### src/rtl/core/sgd_pkg.sv
// Package for the signed Golomb bit decoder.
// Holds the field widths, the phase encoding and the remainder width function.
// No dependencies; every other file of the block but sgd_in_if imports it.
package sgd_pkg;

    localparam int DIVISOR_BITS  = 12;
    localparam int QUOTIENT_BITS = 12;
    localparam int MAG_W         = 24;
    localparam int VALUE_W       = MAG_W + 1;
    localparam int REM_CNT_W     = $clog2(DIVISOR_BITS + 1);
    localparam int SUM_W         = QUOTIENT_BITS + DIVISOR_BITS + 1;
    localparam int CMP_W         = (SUM_W > MAG_W) ? SUM_W : MAG_W + 1;

    localparam logic [DIVISOR_BITS-1:0]  DIVISOR_RESET = DIVISOR_BITS'(4);
    localparam logic [QUOTIENT_BITS-1:0] QUOT_MAX      = '1;
    localparam logic [MAG_W-1:0]         MAG_MAX       = '1;

    typedef enum logic [2:0] {
        PH_SIGN  = 3'b001,
        PH_UNARY = 3'b010,
        PH_REM   = 3'b100
    } t_phase;

    // Remainder width: the number of powers of two below the divisor, which is
    // ceil(log2(m)) for m above one and zero for m of zero or one.
    function automatic logic [REM_CNT_W-1:0] rem_width(input logic [DIVISOR_BITS-1:0] m);
        logic [REM_CNT_W-1:0]  cnt;
        logic [DIVISOR_BITS:0] pow;
        cnt = '0;
        for (int i = 0; i < DIVISOR_BITS; i++) begin
            pow = (DIVISOR_BITS+1)'(1) << i;
            if ({1'b0, m} > pow) begin
                cnt = cnt + REM_CNT_W'(1);
            end
        end
        return cnt;
    endfunction

endpackage

### src/rtl/core/sgd_in_if.sv
// Input channel of the signed Golomb bit decoder: one code bit per transfer.
// Uses nothing from sgd_pkg.
interface sgd_in_if;
    logic valid;
    logic ready;
    logic bit_in;

    modport source (output valid, output bit_in, input ready);
    modport sink (input valid, input bit_in, output ready);
endinterface

### src/rtl/core/sgd_out_if.sv
// Output channel of the signed Golomb bit decoder: one decoded value per transfer.
// Depends on sgd_pkg for the value width.
interface sgd_out_if;
    import sgd_pkg::*;

    logic                      valid;
    logic                      ready;
    logic signed [VALUE_W-1:0] value;
    logic                      overflow;

    modport source (output valid, output value, output overflow, input ready);
    modport sink (input valid, input value, input overflow, output ready);
endinterface

### src/rtl/core/signed_golomb_bit_decoder.sv
// Top level of the signed Golomb bit decoder.
// Depends on sgd_pkg, sgd_in_if and sgd_out_if.
//
// Usage: code bits arrive one per transfer on i_in (valid/ready). Each codeword
// is a sign bit, a unary quotient of ones closed by a zero, and a remainder of
// ceil(log2(divisor)) bits, MSB first. When the last bit of a codeword is taken,
// the decoded value and its overflow flag pass through the pipeline to o_out.
// The divisor is written through i_cfg_we and i_cfg_wdata; the user must write it
// only while the block is idle, which the block itself does not enforce. It resets to 4.
// Throughput is one code bit per cycle while i_in.ready is high: the bit decoder
// then takes a bit each cycle, and a three-register pipeline (codeword capture,
// multiply-add, sign and clamp) forms the result, so codewords may follow each
// other back to back. When the receiver stalls, the pipeline keeps taking bits until
// its stages holding finished codewords are full; only then does i_in.ready drop.
// Reset is synchronous and active low; it empties the pipeline, returns the
// decoder to expect a sign bit and loads the divisor reset value.
module signed_golomb_bit_decoder (
    input  logic                            i_clk,
    input  logic                            i_rst_n,
    sgd_in_if.sink                          i_in,
    sgd_out_if.source                       o_out,
    input  logic                            i_cfg_we,
    input  logic [sgd_pkg::DIVISOR_BITS-1:0] i_cfg_wdata
);
    import sgd_pkg::*;

    logic [DIVISOR_BITS-1:0]  r_divisor;

    t_phase                   r_phase, n_phase;
    logic                     r_sign, n_sign;
    logic [QUOTIENT_BITS-1:0] r_quot, n_quot;
    logic [DIVISOR_BITS-1:0]  r_rem, n_rem;
    logic [REM_CNT_W-1:0]     r_bits_left, n_bits_left;
    logic                     r_sat, n_sat;
    logic                     emit;

    logic                     r_a_v;
    logic [QUOTIENT_BITS-1:0] r_a_q;
    logic [DIVISOR_BITS-1:0]  r_a_d;
    logic [DIVISOR_BITS-1:0]  r_a_r;
    logic                     r_a_sign;
    logic                     r_a_sat;

    logic                     r_b_v;
    logic [SUM_W-1:0]         r_b_mag;
    logic                     r_b_sign;
    logic                     r_b_ovf;

    logic                     r_c_v;
    logic [VALUE_W-1:0]       r_c_value;
    logic                     r_c_ovf;

    logic                     c_take, b_take, a_take, accept;
    logic [SUM_W-1:0]         sum;
    logic [CMP_W-1:0]         mag_wide;
    logic [MAG_W-1:0]         mag;
    logic                     clamp;
    logic [VALUE_W-1:0]       mag_ext;

    assign c_take = !r_c_v || o_out.ready;
    assign b_take = !r_b_v || c_take;
    assign a_take = !r_a_v || b_take;
    assign accept = i_in.valid && a_take;
    assign i_in.ready = a_take;

    always_comb begin
        n_phase     = r_phase;
        n_sign      = r_sign;
        n_quot      = r_quot;
        n_rem       = r_rem;
        n_bits_left = r_bits_left;
        n_sat       = r_sat;
        emit        = 1'b0;
        unique case (r_phase)
            PH_UNARY: begin
                if (i_in.bit_in) begin
                    if (r_quot == QUOT_MAX) begin
                        n_sat = 1'b1;
                    end else begin
                        n_quot = r_quot + QUOTIENT_BITS'(1);
                    end
                end else begin
                    n_bits_left = rem_width(r_divisor);
                    n_rem       = '0;
                    if (n_bits_left == '0) begin
                        emit    = 1'b1;
                        n_phase = PH_SIGN;
                    end else begin
                        n_phase = PH_REM;
                    end
                end
            end
            PH_REM: begin
                n_rem       = {r_rem[DIVISOR_BITS-2:0], i_in.bit_in};
                n_bits_left = r_bits_left - REM_CNT_W'(1);
                if (n_bits_left == '0) begin
                    emit    = 1'b1;
                    n_phase = PH_SIGN;
                end
            end
            default: begin
                n_sign      = i_in.bit_in;
                n_quot      = '0;
                n_rem       = '0;
                n_bits_left = '0;
                n_sat       = 1'b0;
                n_phase     = PH_UNARY;
            end
        endcase
    end

    always_ff @(posedge i_clk) begin
        if (!i_rst_n) begin
            r_divisor <= DIVISOR_RESET;
        end else if (i_cfg_we) begin
            r_divisor <= i_cfg_wdata;
        end
    end

    always_ff @(posedge i_clk) begin
        if (!i_rst_n) begin
            r_phase     <= PH_SIGN;
            r_sign      <= 1'b0;
            r_quot      <= '0;
            r_rem       <= '0;
            r_bits_left <= '0;
            r_sat       <= 1'b0;
        end else if (accept) begin
            r_phase     <= n_phase;
            r_sign      <= n_sign;
            r_quot      <= n_quot;
            r_rem       <= n_rem;
            r_bits_left <= n_bits_left;
            r_sat       <= n_sat;
        end
    end

    always_ff @(posedge i_clk) begin
        if (!i_rst_n) begin
            r_a_v <= 1'b0;
        end else if (a_take) begin
            r_a_v <= accept && emit;
        end
    end

    always_ff @(posedge i_clk) begin
        if (a_take && accept && emit) begin
            r_a_q    <= r_quot;
            r_a_d    <= r_divisor;
            r_a_r    <= n_rem;
            r_a_sign <= r_sign;
            r_a_sat  <= r_sat;
        end
    end

    always_comb begin
        sum = SUM_W'(r_a_q) * SUM_W'(r_a_d) + SUM_W'(r_a_r);
        if (r_a_d == '0) begin
            sum = '0;
        end
    end

    always_ff @(posedge i_clk) begin
        if (!i_rst_n) begin
            r_b_v <= 1'b0;
        end else if (b_take) begin
            r_b_v <= r_a_v;
        end
    end

    always_ff @(posedge i_clk) begin
        if (b_take && r_a_v) begin
            r_b_mag  <= sum;
            r_b_sign <= r_a_sign;
            r_b_ovf  <= r_a_sat;
        end
    end

    assign mag_wide = CMP_W'(r_b_mag);
    assign clamp    = mag_wide > CMP_W'(MAG_MAX);
    assign mag      = clamp ? MAG_MAX : MAG_W'(mag_wide);
    assign mag_ext  = {1'b0, mag};

    always_ff @(posedge i_clk) begin
        if (!i_rst_n) begin
            r_c_v <= 1'b0;
        end else if (c_take) begin
            r_c_v <= r_b_v;
        end
    end

    always_ff @(posedge i_clk) begin
        if (c_take && r_b_v) begin
            r_c_value <= (r_b_sign && mag != '0) ? (~mag_ext + VALUE_W'(1)) : mag_ext;
            r_c_ovf   <= r_b_ovf || clamp;
        end
    end

    assign o_out.valid    = r_c_v;
    assign o_out.value    = r_c_value;
    assign o_out.overflow = r_c_ovf;

    // The input stalls only when the output stage holds a result.
    a_stall_needs_output: assert property (@(posedge i_clk) disable iff (!i_rst_n)
        !i_in.ready |-> o_out.valid)
        else $error("input stalled with no result waiting");

    // The remainder phase always has bits still to come.
    a_rem_bits_left: assert property (@(posedge i_clk) disable iff (!i_rst_n)
        r_phase == PH_REM |-> r_bits_left != '0)
        else $error("remainder phase with no bits left");

    // Saturation is only flagged once the quotient counter sits at its maximum.
    a_sat_at_max: assert property (@(posedge i_clk) disable iff (!i_rst_n)
        (r_phase == PH_UNARY && r_sat) |-> r_quot == QUOT_MAX)
        else $error("saturation flagged below the quotient maximum");

endmodule

### src/flat_wrapper.sv
// flat-port wrapper written by rule: the top's interface ports become plain ports
module signed_golomb_bit_decoder_flat import sgd_pkg::*;
  (i_clk, i_rst_n, i_cfg_we, i_cfg_wdata, i_in_valid, i_in_bit_in, i_in_ready, o_out_valid, o_out_value, o_out_overflow, o_out_ready);
  sgd_in_if i_in_i ();
  sgd_out_if o_out_i ();
  input  logic i_clk;
  input  logic i_rst_n;
  input  logic i_cfg_we;
  input  logic [sgd_pkg::DIVISOR_BITS-1:0] i_cfg_wdata;
  input wire logic [$bits(i_in_i.valid)-1:0] i_in_valid;
  input wire logic [$bits(i_in_i.bit_in)-1:0] i_in_bit_in;
  output wire logic [$bits(i_in_i.ready)-1:0] i_in_ready;
  output wire logic [$bits(o_out_i.valid)-1:0] o_out_valid;
  output wire logic [$bits(o_out_i.value)-1:0] o_out_value;
  output wire logic [$bits(o_out_i.overflow)-1:0] o_out_overflow;
  input wire logic [$bits(o_out_i.ready)-1:0] o_out_ready;
  assign i_in_i.valid = i_in_valid;
  assign i_in_i.bit_in = i_in_bit_in;
  assign i_in_ready = i_in_i.ready;
  assign o_out_valid = o_out_i.valid;
  assign o_out_value = o_out_i.value;
  assign o_out_overflow = o_out_i.overflow;
  assign o_out_i.ready = o_out_ready;
  signed_golomb_bit_decoder u_core (.i_clk(i_clk), .i_rst_n(i_rst_n), .i_in(i_in_i), .o_out(o_out_i), .i_cfg_we(i_cfg_we), .i_cfg_wdata(i_cfg_wdata));
endmodule
### config.mk
export PLATFORM = sky130hd
export DESIGN_NAME = signed_golomb_bit_decoder_flat
export DESIGN_NICKNAME = d
export VERILOG_FILES = /design/src/rtl/core/sgd_pkg.sv /design/src/rtl/core/sgd_in_if.sv /design/src/rtl/core/sgd_out_if.sv /design/src/rtl/core/signed_golomb_bit_decoder.sv /design/src/flat_wrapper.sv
export SDC_FILE = /design/constraint.sdc
export NUM_CORES = 1
export LEC_CHECK = 0
export BUFFER_PORTS_ARGS = -buffer_cell sky130_fd_sc_hd__buf_4
export CAP_MARGIN = 20
export CELL_PAD_IN_SITES_DETAIL_PLACEMENT = 0
export CELL_PAD_IN_SITES_GLOBAL_PLACEMENT = 1
export CORE_ASPECT_RATIO = 0.6
export CORE_UTILIZATION = 51
export CTS_BUF_LIST = sky130_fd_sc_hd__clkbuf_2
export CTS_CLUSTER_SIZE = 10
export DETAILED_ROUTE_END_ITERATION = 6
export MAX_ROUTING_LAYER = met4
export PLACE_DENSITY = 0.8
export SLEW_MARGIN = 20
export SYNTH_ARGS = -nofsm -noshare
export SYNTH_HDL_FRONTEND = slang
export SYNTH_SLANG_ARGS = --single-unit
### constraint.sdc
create_clock -name i_clk -period 13.86 [get_ports i_clk]
set_clock_uncertainty 0.1 [all_clocks]
set_input_delay 1.386 -clock i_clk [delete_from_list [all_inputs] [get_ports i_clk]]
set_output_delay 1.386 -clock i_clk [all_outputs]
set_load 0.01 [all_outputs]
# Word level (Yosys, flattened, before mapping)
# Cells that the tools add are included.
# W data, S select, Z words.
dict set report word_totals {
  input_bits 18
  register_bits 139
  output_inout_bits 28
}
dict set report op_classes {
  n_reduce_logical 24
  bitwise 3
  muxes 56
  eq_ne 8
  addsub 15
  n_mul 1
  n_lt_le_gt_ge 13
}
# operator n
set op_table {}
lappend op_table {{$mux W4} 36}
lappend op_table {{$mux W24} 2}
lappend op_table {{$pmux W12 S2} 2}
lappend op_table {{$add A4 B1 Y4 const B} 11}
lappend op_table {{$mux W12} 3}
lappend op_table {{$add A24 B12 Y25} 1}
lappend op_table {{$add A25 B1 Y25 const B} 1}
lappend op_table {{$gt A25 B24 Y1 const B} 1}
lappend op_table {{$not A24 Y25} 1}
lappend op_table {{$mul A12 B12 Y24} 1}
lappend op_table {{$reduce_bool A24 Y1} 1}
lappend op_table {{$add A12 B1 Y12 const B} 1}
lappend op_table {{$eq A12 B12 Y1 const B} 1}
lappend op_table {{$gt A12 B1 Y1 const B} 1}
lappend op_table {{$gt A12 B10 Y1 const B} 1}
lappend op_table {{$gt A12 B11 Y1 const B} 1}
lappend op_table {{$gt A12 B12 Y1 const B} 1}
lappend op_table {{$gt A12 B2 Y1 const B} 1}
lappend op_table {{$gt A12 B3 Y1 const B} 1}
lappend op_table {{$gt A12 B4 Y1 const B} 1}
lappend op_table {{$gt A12 B5 Y1 const B} 1}
lappend op_table {{$gt A12 B6 Y1 const B} 1}
lappend op_table {{$gt A12 B7 Y1 const B} 1}
lappend op_table {{$gt A12 B8 Y1 const B} 1}
lappend op_table {{21 further kinds} 47}

# Logic depth before layout (Yosys ltp)
# Gate-level depths: netlist of run 1.
dict set report depth {
  ltp_word 53
  mapped_depth 38
  ltp_nobuf 36
}

# Worst setup path after synthesis of run 1
# No wires, ideal clock.
dict set report synth_timing {
  path_type {reg-to-reg}
  from {register u_core.r_divisor[10]}
  to {register u_core.r_a_d[0] (enable)}
  path_buffers 2
  synth_period_minus_slack_ns 10.173
  stages_incl_launch_ff 38
  setup_ns 0.446
  t_arrival_ns 9.627
  path_slack_ns 3.687
  path_cell_list {dfxtp_1 > buf_6 > nor4_1 > nand2_1 > or4_1 > ha_1 > buf_1 > inv_1 > nand2b_1 > and2_1 > ha_1 > o21a_1 > nand2_1 > xnor2_1 > a21oi_1 > ha_1 > o21ai_0 > a221oi_1 > (+2 left out) > ha_1 > inv_1 > mux2i_1 > a211oi_1 > mux2i_1 > or2_2 > ha_1 > mux2_2 > nor2_1 > inv_1 > ha_1 > or3_1 > nor2_1 > mux2_2 > or3b_1 > a211oi_2 > o21bai_1 > a21oi_1}
}
dict set report synth_via {
  elab_chain_len 53
}
# item line_no
set synth_rtl {}
lappend synth_rtl {{start, declared} signed_golomb_bit_decoder.sv:27} ;# logic [DIVISOR_BITS-1:0] r_divisor;
lappend synth_rtl {{start signal, assigned} signed_golomb_bit_decoder.sv:116} ;# r_divisor <= i_cfg_wdata;
lappend synth_rtl {{$gt A12 B1 Y1} sgd_pkg.sv:32} ;# if ({1'b0, m} > pow) begin
lappend synth_rtl {{$mux W1} sgd_pkg.sv:32}
lappend synth_rtl {{$mux W4} signed_golomb_bit_decoder.sv:76} ;# if (i_in.bit_in) begin
lappend synth_rtl {{$mux W4} signed_golomb_bit_decoder.sv:74} ;# unique case (r_phase)
lappend synth_rtl {{$add A4 B1 Y4} sgd_pkg.sv:33} ;# cnt = cnt + REM_CNT_W'(1);
lappend synth_rtl {{$mux W4} sgd_pkg.sv:32}
lappend synth_rtl {{$mux W4} signed_golomb_bit_decoder.sv:76}
lappend synth_rtl {{$mux W4} signed_golomb_bit_decoder.sv:74}
lappend synth_rtl {{(+37 left out)} --}
lappend synth_rtl {{$mux W4 *} sgd_pkg.sv:32}
lappend synth_rtl {{$mux W4 *} signed_golomb_bit_decoder.sv:76}
lappend synth_rtl {{$mux W4 *} signed_golomb_bit_decoder.sv:74}
lappend synth_rtl {{$logic_not A4 Y1 *} signed_golomb_bit_decoder.sv:85} ;# if (n_bits_left == '0) begin
lappend synth_rtl {{$mux W1 *} signed_golomb_bit_decoder.sv:85}
lappend synth_rtl {{$mux W1 *} signed_golomb_bit_decoder.sv:76}
lappend synth_rtl {{$pmux W1 S2 *} signed_golomb_bit_decoder.sv:74}
lappend synth_rtl {{$logic_and A1 B1 Y1 *} signed_golomb_bit_decoder.sv:147} ;# if (a_take && accept && emit) begin
lappend synth_rtl {{end signal, assigned} signed_golomb_bit_decoder.sv:149} ;# r_a_d <= r_divisor;
lappend synth_rtl {{end, declared} signed_golomb_bit_decoder.sv:39} ;# logic [DIVISOR_BITS-1:0] r_a_d;
# Mark *: on every way between the ends. The rest lies on a longest branch, timed or not. The select of a mux whose other input is x is not followed.
# A chain may end at the register's enable or synchronous reset.

# Final worst setup path of run 1
dict set report layout_timing {
  from {register u_core.r_divisor[4]}
  to {register u_core.r_a_d[9] (enable)}
}
# Same word-level chain as after synthesis.

==> results.sh, run 1 <==
export IMPL_cpMaxStageDelayCell="a21oi_4"
export IMPL_avgSynthCellArea_um2=9.62
export IMPL_cp_start_kind="flop"
export IMPL_grt_pass1_wl_um=43800
export IMPL_drv_slew=0
export IMPL_drive_above_1_share=0.0946
export IMPL_antennaDiodeCount=0
export IMPL_holdBufCountCts=0
export IMPL_crit_arrival_ns=10.32
export IMPL_power_mw=1.18
export IMPL_dp_hpwl_um=21000
export IMPL_clock_sinks=139
export IMPL_final_area_um2=13100
export IMPL_post_route_min_period_ns=9.97
export IMPL_yosysWarnings=0
export IMPL_synthArstFlopShare=0
export IMPL_nNetsFinal=1503
export IMPL_synthCells=1273
export IMPL_dieArea_um2=24700
export IMPL_synth_edf_count=91
export IMPL_path_class="flop to flop"
export IMPL_hold_viol_final=0
export IMPL_cellPowerDensity_nw_per_um2=90.3
export IMPL_fin_cells=1615
export IMPL_dp_slack_ns=4.03
export IMPL_num_vias=8679
export IMPL_final_core_util=0.561
export IMPL_firstDrtPassIters=5
export IMPL_p_leak_nw=5.65
export IMPL_cp_end_kind="flop"
export IMPL_synth_cell_area_um2=12200
export IMPL_numPortBuffers=45
export IMPL_clock_fmax_ghz=0.100
export IMPL_routabilityCongestion=0.894
export IMPL_finalSetupViolations=0
export IMPL_ios=46
export IMPL_crit_path_end="u_core.r_a_d[9]"
export IMPL_ys_types=85
export IMPL_r2r_end="u_core.r_a_d[9]"
export IMPL_antenna_found_initial=0
export IMPL_vias_per_cell=5.37
export IMPL_ant_nets=0
export IMPL_cts_tree="built"
export IMPL_critPathMaxStageDelay_ns=0.61
export IMPL_ctsResizeCount=0
export IMPL_cts_made_buffers=17
export IMPL_ys_seq_elements=139
export IMPL_clockBufferDepth=2
export IMPL_cts_setup_buffers=0
export IMPL_tns_ns=0
export IMPL_wl_per_cell_um=16.6
export IMPL_yosysSeqAreaShare=0.302
export IMPL_syn_to_final_growth_pct=6.88
export IMPL_worst_slew_pin_slew_ns=0.893
export IMPL_timing_rr_start="u_core.r_divisor[4]"
export IMPL_cp_startpoint="u_core.r_divisor[4]"
export IMPL_clk_latency_ns=0.74
export IMPL_finalHoldWorstSlack_ns=0.378
export IMPL_remaining_drc_errors=0
export IMPL_die_x_um=202
export IMPL_grt_max_degree=42
export IMPL_status="complete, no violations"
export IMPL_overflow=0
export IMPL_cp_max_fo=20
export IMPL_clock_root_buffer="clkbuf_2"
export IMPL_relSlewSlack=0.402
export IMPL_placed_cell_area_um2=12800
export IMPL_wl_um=26900
export IMPL_die_y_um=122
export IMPL_worstHoldStart="u_core.r_sat"
export IMPL_htreeDepth=4
export IMPL_initialDrtViolationCount=674
export IMPL_grt_use_total=0.238
export IMPL_placedCellCount=1583
export IMPL_cpMostUsedCell="ha_1"
export IMPL_vdd_drop_max_uv=63.6
export IMPL_required_ns=14.21
export IMPL_setup_slack_ns=3.89
export IMPL_r2r_worst_path_cells=36
export IMPL_r2r_slack_ns=3.89
export IMPL_first_global_vias=7985
export IMPL_maxCapViolations=0
export IMPL_hp_class="flop to flop"
export IMPL_synth_nets=1489
export IMPL_coreArea_um2=23300
export IMPL_yosys_most_used_dff="edfxtp_1"
export IMPL_rsz0062_at_grt="false"
export IMPL_rows=43
export IMPL_final_period_utilization=0.719
export IMPL_start_util=0.525
export IMPL_clkTransAtPathRegs_ns=0.21
==> cell type report <==
cell class / count / area (µm²)
Fill cell: 2099 / 10300
Multi-Input combinational cell: 929 / 7790
Sequential cell: 139 / 3690
Inverter: 147 / 552
Timing Repair Buffer: 53 / 418
Tap cell: 315 / 394
Clock inverter: 14 / 153
Clock buffer: 18 / 90.1
==> power by group <==
group          leakage (nW)  switching, mW  total [mW]  internal, mW
Sequential             1.22         0.0117       0.467         0.455
Combinational          4.29          0.271       0.475         0.204
Clock                 0.142          0.143       0.241        0.0985
==> cell usage in the layout, fill, tap and decap left out, types with 9 or more instances in the layout <==
cell type	synthesis	final
dfxtp_1	48	48
xnor2_1	26	26
mux2i_1	18	18
nor3_1	21	21
a21o_1	9	9
nand3_1	15	15
buf_4	1	52
nand4_1	10	10
nand2b_1	11	11
or2_2	9	9
xor2_1	26	26
edfxtp_1	91	91
clkbuf_2	0	18
nor4_1	12	12
nand2_1	157	157
and3_1	11	11
and2_1	61	61
a22o_1	12	12
a21boi_0	19	18
a21oi_1	40	39
nor2b_1	26	25
nor2_1	85	85
a211oi_1	11	11
fa_1	112	112
ha_1	86	86
inv_1	147	147
o21ai_0	47	47
or3_1	10	10
==> registers in the layout, indices dropped and copies added, names as in the netlist, 3 cells and up <==
| name | count |
|---|---|
| u_core.o_out.value | 25 |
| u_core.r_phase | 3 |
| u_core.r_a_d | 12 |
| u_core.r_quot | 12 |
| u_core.mag_wide | 25 |
| u_core.r_bits_left | 4 |
| u_core.r_a_q | 12 |
| u_core.r_divisor | 12 |
| u_core.r_a_r | 12 |
| u_core.r_rem | 12 |
==> kinds of logic after synthesis <==
logic type | Yosys count | share of synthesized area
DFF | 139 | 0.302
muxes | 21 | 0.0175
buffers and inverters | 205 | 0.0641
xor gates and xnor gates | 57 | 0.0449
adders and majority gates | 199 | 0.272
and+or+nand+nor | 455 | 0.187
AOI/OAI and AO/OA | 197 | 0.113
==> worst min path at each step <==
| stage | slack [ns] | cells past startpoint | end |
|---|---|---|---|
| after floorplan | 0.30 | 0 | u_core.r_b_ovf |
| after global placement | 0.32 | 0 | u_core.r_a_sat |
| after detailed placement | 0.34 | 0 | u_core.r_a_sat |
| after CTS | 0.38 | 0 | u_core.r_a_sat |
| after global routing | 0.38 | 0 | u_core.r_a_sat |
| final | 0.38 | 0 | u_core.r_a_sat |
==> synthesized netlist by cell type, drive strengths merged (3+ instances only) <==
master     n  share of area
nand3     17         0.0078
a211o      3         0.0021
o311ai     5         0.0036
clkbuf    49          0.015
nor2      86          0.027
a21boi    19          0.012
and3      12         0.0065
nand2    157          0.048
a21oi     40          0.016
mux2       3         0.0028
fa       112           0.18
xnor2     29          0.023
or4        6         0.0043
or2        9         0.0046
o32a       3         0.0025
nand2b    11         0.0056
a2111oi    3         0.0042
a211oi    13         0.0088
or3       11         0.0060
ha        86          0.088
o21a       5         0.0031
o31ai      3         0.0018
buf        9         0.0041
and2      62          0.032
nor3      23          0.011
dfxtp     48          0.078
mux2i     18          0.015
o21ai     49          0.020
a22o      12         0.0086
o211a      3         0.0025
nand4     12         0.0071
nor4      14         0.0082
a21o       9         0.0055
nor2b     26          0.013
inv      147          0.045
o21bai     4         0.0028
edfxtp    91           0.22
a31oi      6         0.0031
o2111ai    4         0.0043
xor2      26          0.019
==> per-layer routing <==
layer	wire length, µm	vias up	track usage
met5	0	-	-
met4	280	0	0.0426
met3	2110	20	0.0631
met2	9690	276	0.291
met1	14800	4069	0.379
li1	-	4314	-
==> critical path, delay by kind of cell (launching register included) <==
kind                       cells  cell delay, ns
muxes                          5            0.89
xor gates and xnor gates       1            0.11
AOI/OAI and AO/OA              8            2.22
and+or+nand+nor               12            3.17
DFF                            1            0.49
buffers and inverters          4            0.60
adders and majority gates      6            2.09
(Power assumes the default switching activity.)
==> run 2: changes to the inputs <==
ABC_AREA = 1   (was not set)
CORE_UTILIZATION = 50   (was 51)
PLACE_DENSITY = 0.81   (was 0.8)
clock period = 9.82 ns   (was 13.86 ns; I/O delays follow)
==> results.sh, run 2 <==
export IMPL_status="complete, no violations"
export IMPL_overflow=0
export IMPL_drive_above_1_share=0.105
export IMPL_post_route_min_period_ns=6.81
export IMPL_crit_arrival_ns=7.12
export IMPL_first_global_vias=8400
export IMPL_placedCellCount=1791
export IMPL_synth_cell_area_um2=12200
export IMPL_cp_end_kind="flop"
export IMPL_rsz0062_at_grt="false"
export IMPL_tns_ns=0
export IMPL_mostFrequentLayoutCells="nand2_1 (322), inv_1 (311), fa_1 (112)"
export IMPL_finalHoldWorstSlack_ns=0.351
export IMPL_p_leak_nw=6.67
export IMPL_finalSetupViolations=0
export IMPL_drv_slew=0
export IMPL_final_period_utilization=0.694
export IMPL_cp_max_fo=38
export IMPL_clock_sinks=139
export IMPL_required_ns=10.13
export IMPL_cellPowerDensity_nw_per_um2=119
export IMPL_dp_hpwl_um=20800
export IMPL_routabilityCongestion=0.869
export IMPL_route_met2_wl_um=9900
export IMPL_yosys_most_used_dff="edfxtp_1"
export IMPL_crit_family="simple AND/OR/NAND/NOR gates"
export IMPL_synth_common_cells="nand2_1 (322), inv_1 (312), fa_1 (112)"
export IMPL_initialDrtViolationCount=564
export IMPL_yosysWarnings=0
export IMPL_setup_slack_ns=3.01
export IMPL_vias_per_cell=4.96
export IMPL_ys_seq_elements=139
export IMPL_hp_class="primary input to flop"
export IMPL_cts_setup_buffers=0
export IMPL_relSlewSlack=0.295
export IMPL_clockBufferDepth=2
export IMPL_grt_use_total=0.229
export IMPL_r2r_slack_ns=3.01
export IMPL_start_util=0.519
export IMPL_dp_slack_ns=3.13
export IMPL_ant_nets=0
export IMPL_synth_largest_area_cell="edfxtp_1"
export IMPL_clock_fmax_ghz=0.147
export IMPL_worst_slew_pin_slew_ns=1.05
export IMPL_met1Wirelength_um=14100
export IMPL_cpMaxStageDelayCell="dfxtp_1"
export IMPL_critPathBufInv=9
export IMPL_timing_rr_start="u_core.r_divisor[5]"
export IMPL_die_x_um=204
export IMPL_synth_most_common_cell="nand2_1"
export IMPL_r2r_worst_path_cells=48
export IMPL_path_class="flop to flop"
export IMPL_critPathMaxStageDelay_ns=0.45
export IMPL_ys_types=46
export IMPL_synth_top_area_frac=0.224
export IMPL_synth_edf_count=91
export IMPL_rows=43
export IMPL_final_common_cell="nand2_1"
export IMPL_coreArea_um2=23500
export IMPL_holdBufCountCts=0
export IMPL_yosysSeqAreaShare=0.303
export IMPL_numPortBuffers=45
export IMPL_avgSynthCellArea_um2=8.32
export IMPL_die_y_um=123
export IMPL_htreeDepth=4
export IMPL_grt_pass1_wl_um=43100
export IMPL_antenna_found_initial=1
export IMPL_remaining_drc_errors=0
export IMPL_syn_to_final_growth_pct=7.50
export IMPL_power_mw=1.56
export IMPL_synth_area_leaders="edfxtp_1 (22%), fa_1 (18%), nand2_1 (9.9%)"
export IMPL_num_vias=9054
export IMPL_wl_um=25700
export IMPL_synthArstFlopShare=0
export IMPL_synth_nets=1683
export IMPL_crit_path_end="u_core.r_a_d[7]"
export IMPL_ctsResizeCount=0
export IMPL_grt_max_degree=39
export IMPL_r2r_end="u_core.r_a_d[7]"
export IMPL_hold_viol_final=0
export IMPL_clkTransAtPathRegs_ns=0.24
export IMPL_clock_root_buffer="clkbuf_2"
export IMPL_cts_tree="built"
export IMPL_maxCapViolations=0
export IMPL_nNetsFinal=1712
export IMPL_wl_met3_um=1530
export IMPL_dr_max_layer_used="met4"
export IMPL_dieArea_um2=25100
export IMPL_firstDrtPassIters=5
export IMPL_ios=46
export IMPL_cp_depth=48
export IMPL_vdd_drop_max_uv=112
export IMPL_clk_latency_ns=0.79
export IMPL_wl_per_cell_um=14.1
export IMPL_fin_cells=1825
export IMPL_cp_start_kind="flop"
export IMPL_cp_startpoint="u_core.r_divisor[5]"
export IMPL_synthCells=1467
export IMPL_cpMostUsedCell="nand2_1"
export IMPL_cts_made_buffers=17
-- run 2: cell types whose count changed after synthesis, sizes merged, moves of 18 or more --
| cell | before | now |
|---|---|---|
| a21boi | 19 | 0 |
| xnor2 | 29 | 8 |
| and2 | 62 | 0 |
| a21oi | 40 | 70 |
| nand2 | 157 | 357 |
| inv | 147 | 323 |
| nor2 | 86 | 113 |
| nor2b | 26 | 0 |
| nand3 | 17 | 61 |
| mux2i | 18 | 0 |
-- run 2: worst min path at each step --
stage	startpoint	endpoint	slack, ns	depth (start not counted)
3_5_place_dp	u_core.r_sat	u_core.r_a_sat	0.34	0
3_3_place_gp	u_core.r_divisor[0]	u_core.r_a_d[0]	0.34	0
5_1_grt	i_cfg_we	u_core.r_divisor[2]	0.25	2
6_report	i_cfg_we	u_core.r_divisor[2]	0.35	2
2_1_floorplan	u_core.r_a_sat	u_core.r_b_ovf	0.30	0
4_1_cts	i_cfg_we	u_core.r_divisor[2]	0.24	2
-- run 2: layout make-up --
| class | count | area [µm²] |
|---|---|---|
| fillers | 2168 | 10400 |
| repair buffers | 50 | 395 |
| diodes | 1 | 2.50 |
| inverters | 326 | 1220 |
| well taps | 315 | 394 |
| clock buffers | 17 | 85.1 |
| flip-flops and latches | 139 | 3690 |
| clock inverters | 15 | 179 |
| multi-input cells | 962 | 7150 |
-- run 2: power by group --
group	internal, mW	switching [mW]
registers	0.638	0.0127
logic	0.194	0.340
clock network	0.127	0.247
-- run 2: stage by stage --
step	utilization	instance area, µm²
finish	0.558	13100
detailed placement	0.546	12800
global placement	0.546	12800
floorplan	-	12200
global route	0.558	13100
CTS	0.557	13100
-- run 2: layer usage --
layer / vias up / track usage
li1: 4632 / -
met4: 0 / 0.0428
met3: 15 / 0.0472
met1: 4200 / 0.359
met2: 207 / 0.298
met5: - / -
-- run 2: logic make-up after synthesis --
family | synth area share
simple gates | 0.217
xor+xnor | 0.0179
buf+inv | 0.113
flops | 0.303
fa+ha+maj | 0.272
compound gates | 0.0778
==> run 3: changes to the inputs <==
CORE_UTILIZATION = 45   (was 50)
PLACE_DENSITY = 0.77   (was 0.81)
clock period = 6.2 ns   (was 9.82 ns; I/O delays follow)
==> results.sh, run 3 (same netlist as run 2, synthesis figures left out) <==
export IMPL_num_vias=9417
export IMPL_initialDrtViolationCount=631
export IMPL_antennaDiodeCount=0
export IMPL_clockBufferDepth=2
export IMPL_cts_made_buffers=17
export IMPL_ios=46
export IMPL_wl_um=28000
export IMPL_remaining_drc_errors=0
export IMPL_dp_hpwl_um=22500
export IMPL_multi_input_area_um2=7380
export IMPL_syn_to_final_growth_pct=16.0
export IMPL_status="complete, no violations"
export IMPL_worst_slew_pin_slew_ns=0.971
export IMPL_cellPowerDensity_nw_per_um2=195
export IMPL_power_mw=2.76
export IMPL_tns_ns=0
export IMPL_clock_fmax_ghz=0.169
export IMPL_start_util=0.460
export IMPL_coreArea_um2=26500
export IMPL_numPortBuffers=45
export IMPL_cpMostUsedCell="nand2_1"
export IMPL_first_global_vias=8808
export IMPL_fill_cells=2527
export IMPL_finalSetupViolations=0
export IMPL_overflow=0
export IMPL_cp_max_fo=11
export IMPL_r2r_worst_path_cells=48
export IMPL_drive_above_1_share=0.177
export IMPL_final_core_util=0.534
export IMPL_cp_depth=48
export IMPL_die_y_um=130
export IMPL_die_x_um=215
export IMPL_dieArea_um2=27800
export IMPL_routabilityCongestion=0.879
export IMPL_required_ns=6.71
export IMPL_cp_start_kind="flop"
export IMPL_drv_slew=0
export IMPL_final_common_cell="inv_1"
export IMPL_antenna_found_initial=0
export IMPL_ant_nets=0
export IMPL_mostFrequentLayoutCells="inv_1 (307), nand2_1 (306), fa_1 (111)"
export IMPL_final_period_utilization=0.953
export IMPL_cp_end_kind="flop"
export IMPL_vias_per_cell=4.82
export IMPL_fin_cells=1955
export IMPL_htreeDepth=4
export IMPL_grt_pass1_wl_um=44900
export IMPL_relSlewSlack=0.348
export IMPL_hold_viol_final=0
export IMPL_clkTransAtPathRegs_ns=0.24
export IMPL_worstHoldStart="u_core.r_rem[11]"
export IMPL_hp_class="flop to flop"
export IMPL_nNetsFinal=1798
export IMPL_maxCapViolations=0
export IMPL_cpMaxStageDelayCell="dfxtp_4"
export IMPL_cts_tree="built"
export IMPL_p_leak_nw=7.13
export IMPL_wl_per_cell_um=14.3
export IMPL_vdd_drop_max_uv=211
export IMPL_rows=46
export IMPL_r2r_slack_ns=0.29
export IMPL_post_route_min_period_ns=5.91
export IMPL_critPathMaxStageDelay_ns=0.42
export IMPL_whs_endpoint="u_core.r_rem[11]"
export IMPL_crit_family="simple AND/OR/NAND/NOR gates"
export IMPL_grt_max_degree=28
export IMPL_crit_arrival_ns=6.42
export IMPL_path_class="flop to flop"
export IMPL_placedCellCount=1884
export IMPL_clk_latency_ns=0.87
export IMPL_clock_sinks=139
export IMPL_hold_depth=2
export IMPL_cp_startpoint="u_core.r_divisor[4]"
export IMPL_timing_rr_start="u_core.r_divisor[4]"
export IMPL_r2r_end="u_core.r_a_q[6]"
export IMPL_clock_root_buffer="clkbuf_2"
export IMPL_critPathBufInv=10
export IMPL_firstDrtPassIters=5
export IMPL_grt_use_total=0.216
export IMPL_register_area_um2=3710
[run 3: report_power, final]
part | internal (mW) | leakage, nW | switching, mW | total [mW]
logic | 0.466 | 5.73 | 0.698 | 1.16
clock network | 0.162 | 0.146 | 0.397 | 0.559
registers | 1.02 | 1.25 | 0.0159 | 1.03
total | 1.65 | 7.13 | 1.11 | 2.76
[run 3: worst max path at each step]
stage	endpoint
after floorplan	u_core.r_a_d[0]
after global placement	u_core.r_a_d[3]
after detailed placement	u_core.r_a_d[4]
after CTS	u_core.r_a_q[6]
after global routing	u_core.r_a_d[3]
final	u_core.r_a_q[6]
[run 3: layout make-up]
class	count	area share
sequential	139	0.262
clock buffer	17	0.00601
clock inverter	15	0.0111
timing repair buffer	136	0.0813
tap	360	0.0318
inverter	326	0.0867
multi-input combinational	962	0.521
[run 3: what timing repair did]
item | in CTS | in global routing
pin swaps | 4 | 28
endpoints found under the setup margin | 38 | 46
cloned | 1 | 1
gates resized for setup | 16 | 52
setup buffers | 6 | 12
hold buffers | 19 | 0
endpoints found under the hold margin | 22 | 0
[run 3: worst register-to-register path, delay by kind of cell, from the launching register on]
kind	cells	cell delay (ns)
buf+inv	10	0.84
compound gates	2	0.23
simple gates	30	2.59
fa+ha+maj	6	1.53
flops	1	0.42
[run 3: routing by layer]
layer | share of wire | wire length (µm) | GRT usage
met1 | 0.56 | 15600 | 0.331
met2 | 0.38 | 10600 | 0.278
met3 | 0.056 | 1560 | 0.0512
met4 | 0.0082 | 229 | 0.0492
met5 | 0 | 0 | -
[run 3: per-stage QoR]
stage          hold WS [ns]  area (µm²)  worst slack [ns]
6_report              0.378       14200             0.290
3_3_place_gp          0.336       13300            0.0414
5_1_grt               0.352       14200           -0.0297
3_5_place_dp          0.342       13300           -0.0319
4_1_cts               0.307       13900          0.000619
2_1_floorplan         0.300       12200           0.00186
